### src/rtl/qsa_pkg.sv
`timescale 1ns / 1ps
package qsa_pkg;
	localparam int CB = 16;
	localparam int FB = 14;
	localparam int QW = 16;
	localparam int L2W = 2 * CB + 2;
	localparam int NW = FB + 2;
	localparam int DW = 2 * FB + 4;
	localparam int KB = 2 * FB + 2;
	localparam int RW = L2W + 2;

	typedef struct packed {
		logic signed [NW-1:0] n0, n1, n2;
		logic signed [NW-1:0] m0, m1, m2;
		logic zero;
	} qsa_norm_t;
endpackage

### src/rtl/qsa_div_cell.sv
`timescale 1ns / 1ps
// One restoring step of floor(num * 2^k / den) for several lanes at once.
module qsa_div_cell #(
	parameter int LANES = 6
) (
	input  logic clk,
	input  logic arst_n,
	input  logic en,
	input  logic v_in,
	input  logic [LANES-1:0][qsa_pkg::RW-1:0] r_in,
	input  logic [LANES-1:0][qsa_pkg::KB:0] q_in,
	input  logic [LANES-1:0][qsa_pkg::RW-1:0] d_in,
	output logic v_out,
	output logic [LANES-1:0][qsa_pkg::RW-1:0] r_out,
	output logic [LANES-1:0][qsa_pkg::KB:0] q_out,
	output logic [LANES-1:0][qsa_pkg::RW-1:0] d_out
);
	import qsa_pkg::*;
	logic [LANES-1:0][RW-1:0] r_d;
	logic [LANES-1:0][KB:0] q_d;

	// compare 2r against den, subtract or keep; a remainder that already
	// reached den holds and sets every quotient bit
	always_comb begin
		for (int i = 0; i < LANES; i++) begin
			if (r_in[i] >= d_in[i]) begin
				r_d[i] = r_in[i];
				q_d[i] = {q_in[i][KB-1:0], 1'b1};
			end else if (r_in[i] >= d_in[i] - r_in[i]) begin
				r_d[i] = r_in[i] - (d_in[i] - r_in[i]);
				q_d[i] = {q_in[i][KB-1:0], 1'b1};
			end else begin
				r_d[i] = {r_in[i][RW-2:0], 1'b0};
				q_d[i] = {q_in[i][KB-1:0], 1'b0};
			end
		end
	end

	always_ff @(posedge clk or negedge arst_n) begin
		if (!arst_n) begin
			v_out <= 1'b0;
		end else if (en) begin
			v_out <= v_in;
		end
	end

	always_ff @(posedge clk) begin
		if (en) begin
			r_out <= r_d;
			q_out <= q_d;
			d_out <= d_in;
		end
	end
endmodule

### config.mk
export PLATFORM = sky130hd
export DESIGN_NAME = qsa_div_cell
export DESIGN_NICKNAME = d
export VERILOG_FILES = /design/src/rtl/qsa_pkg.sv /design/src/rtl/qsa_div_cell.sv
export SDC_FILE = /design/constraint.sdc
export NUM_CORES = 2
export LEC_CHECK = 0
export CORE_AREA = 5 5 481 483
export DETAILED_ROUTE_END_ITERATION = 10
export DIE_AREA = 0 0 486 488
export DONT_BUFFER_PORTS = 1
export SETUP_SLACK_MARGIN = 0.3
export SLEW_MARGIN = 0
export SYNTH_ARGS = -nofsm -noshare
export SYNTH_HDL_FRONTEND = slang
export SYNTH_SLANG_ARGS = --single-unit
export TNS_END_PERCENT = 10
### constraint.sdc
create_clock -name clk -period 0.98 [get_ports clk]
set_clock_uncertainty 0.15 [all_clocks]
set_input_delay 0.196 -clock clk [delete_from_list [all_inputs] [get_ports clk]]
set_output_delay 0.196 -clock clk [all_outputs]
set_load 0.02 [all_outputs]
==> flow_metrics.tcl <==
set metrics [dict create \
    status "complete, but fails checks" \
    violations "negative hold slack, max-slew violations, negative setup slack" \
    critical_path.startpoint "d_in[180]" \
    io_pins 1241 \
    port_buffers 0 \
    yosysSeqAreaShare_pct 40.4 \
    r2r-start "v_out" \
    drv_cap 0 \
    overflow 0 \
    cp_max_fo 8 \
    crit_type "in -> reg" \
    crit_path_top_delay_cell "or3_1" \
    nets 8280 \
    clockPowerShare_pct 22.7 \
    final_common_cell "buf_4" \
    internal-power_mw 88.9 \
    cts-root-buf "clkbuf_16" \
    hold_viol_final 430 \
    leakagePower_nw 34.1 \
    rrSetupSlack_ps 60 \
    dr.pass1.iters 6 \
    drtIter0Drc 3592 \
    cp-start-kind "input port" \
    drcViolationCount 0 \
    maxSlewHeadroom_pct -45.8 \
    synthFlopType "edfxtp_1" \
    syn_inst 4833 \
    worst_slack_ps -3550 \
    antenna_left 0 \
    num_rows 175 \
    pre_cts_ws_ps -4530 \
    crit_buf_inv 7 \
    cts_buffers 84 \
    reg2reg_depth 1 \
    cp-end-kind "flip-flop" \
    drive_gt1_share_pct 35.8 \
    path_depth 30 \
    die-area_um2 237000 \
    cpMostUsedCell "buf_4" \
    seq_power_share_pct 26.3 \
    whs_ps -519 \
    netlist_area_um2 46000 \
    rsz0062_at_grt "yes" \
    num_vias 49400 \
    cts_buffer_depth 3 \
    cts_tree "built" \
    worstPathRequired_ps 1410 \
    slew_viol_final 306 \
    power.density_nw_per_um2 1820 \
    critPathMaxStageDelay_ps 330 \
    first_global_vias 48700 \
    r2r-end "v_out" \
    power.switching_mw 54.5 \
    post-route-util_pct 34.9 \
    cp_top_family "compound AO/OA/AOI/OAI gates" \
    antenna_found_initial 113 \
    hpwl_mm 213 \
    crit_arrival_ps 4960 \
    avgSynthCellArea_um2 9.53 \
    layout_common_cells "1575 x buf_4, 618 x edfxtp_1, 550 x dlygate4sd3_1" \
    fin_crit_ps 4530 \
    syn2layout_area_growth_pct 71.5 \
    fmax_mhz 221 \
    ys_types 91 \
    insertion_delay_ps 740 \
    finalSetupViolations 1167 \
    grt_pass1_wl_mm 363 \
    pwr-share-comb_pct 51.0 \
    placed_cells 9445 \
    vias_per_cell 4.77 \
    ys_seq_elements 619 \
    core-area_um2 226000 \
    yosysWarnings 0 \
    grt_max_degree 620 \
    fin_cells 10400 \
    hold_path_class "in -> reg" \
    clock_sinks 619 \
    synth_nets 5899 \
    crit_end "r_out[203]" \
    fill_cells 22600 \
    htree_levels 3 \
    wl_mm 268 \
    cts.clk_slew.worst_paths_ps 60 \
    min_period_over_period_pct 462 \
    chipWidth_um 486 \
    ir_drop_uv 1360 \
    async_reset_ff_share_pct 0.162 \
    swShare_pct 38.0 \
    die_y_um 488 \
    hold_depth 0 \
    initial_core_util_pct 20.3 \
    wl_per_cell_um 25.9 \
    worst_pin_slew_ps 2190 \
    place_congestion 0.980 \
    grt.total_usage_pct 21.3 \
    synth_edf_count 618 \
]
kinds of logic after synthesis:
group | count (synthesis) | synth area share, %
AO/OA/AOI/OAI | 1601 | 22.0
AND/OR/NAND/NOR | 1266 | 13.0
flip-flops | 619 | 40.4
buffers and inverters | 473 | 4.05
adder cells (fa/ha/maj) | 444 | 12.3
XOR/XNOR | 385 | 7.32
multiplexers | 45 | 0.992
cell usage after synthesis, drive strengths merged (12+ instances only):
master / count / area (um^2)
a211o: 15 / 131
a211oi: 30 / 225
a21o: 265 / 1990
a21oi: 562 / 2820
a31oi: 75 / 482
a41oi: 12 / 113
and2: 26 / 163
and3: 57 / 358
buf: 32 / 189
clkbuf: 114 / 448
edfxtp: 618 / 18600
fa: 12 / 240
ha: 432 / 5410
inv: 327 / 1230
mux2i: 40 / 400
nand2: 328 / 1230
nand2b: 51 / 319
nand3: 155 / 776
nand4: 70 / 438
nor2: 365 / 1370
nor2b: 60 / 375
nor3: 57 / 285
nor4: 18 / 113
o2111ai: 17 / 155
o211ai: 67 / 503
o21a: 60 / 450
o21ai: 284 / 1420
o21bai: 63 / 473
o31a: 12 / 105
o31ai: 25 / 193
or2: 22 / 138
or3: 19 / 119
xnor2: 221 / 1940
xor2: 164 / 1440
power groups by stage:
stage               Sequential [mW]  Combinational [mW]  Clock [mW]
finish                         37.7                73.1        32.5
floorplan                      38.0                30.5           0
CTS                            37.7                67.7        33.6
global route                   37.9                78.3        34.7
detailed placement             38.2                59.3           0
global placement               38.2                59.0           0
state kept, by name, indices dropped and copies added, names as in the netlist:
name	cells
r_out	216
v_out	1
d_out	216
q_out	186
cell type report:
type | count | area [um^2] | area share (%)
sequential | 619 | 18600 | 23.5
clock inverter | 59 | 714 | 0.905
timing repair buffer | 2441 | 23400 | 29.6
inverter | 327 | 1380 | 1.75
multi-input combinational | 3741 | 28800 | 36.5
tap | 3009 | 3760 | 4.77
antenna | 66 | 165 | 0.209
clock buffer | 97 | 2150 | 2.72
what timing repair did:
action / CTS / global route
cloned: 17 / 10
hold buffers: 542 / 14
endpoints found under the hold margin: 1232 / 721
buffers inserted: 61 / 48
resized for setup: 390 / 368
setup endpoints to repair: 842 / 1069
pin swaps: 218 / 202
per-stage QoR:
step,cell area [um^2],power [mW],setup TNS [ps]
after detailed placement,65700,97.5,-1012530
final,78900,143,-1223110
after floorplan,46800,68.5,-781210
after CTS,76500,139,-1146700
after global routing,78900,151,-1189240
after global placement,65700,97.2,-1020590
routing by layer:
| metal | GRT usage, % | share of wire (%) | routed length, um |
|---|---|---|---|
| met1 | 25.4 | 39 | 106000 |
| met2 | 34.7 | 46 | 123000 |
| met3 | 8.74 | 11 | 30700 |
| met4 | 6.77 | 3.3 | 8970 |
| met5 | 0 | 0.044 | 118 |
worst min path at each step:
stage	end	start	slack (ps)
finish	r_out[11]	en	-520
global route	r_out[11]	en	-580
CTS	d_out[145]	d_in[145]	-680
detailed placement	v_out	arst_n	-250
global placement	v_out	arst_n	-250
floorplan	v_out	arst_n	-250
(Power assumes the default switching activity.)
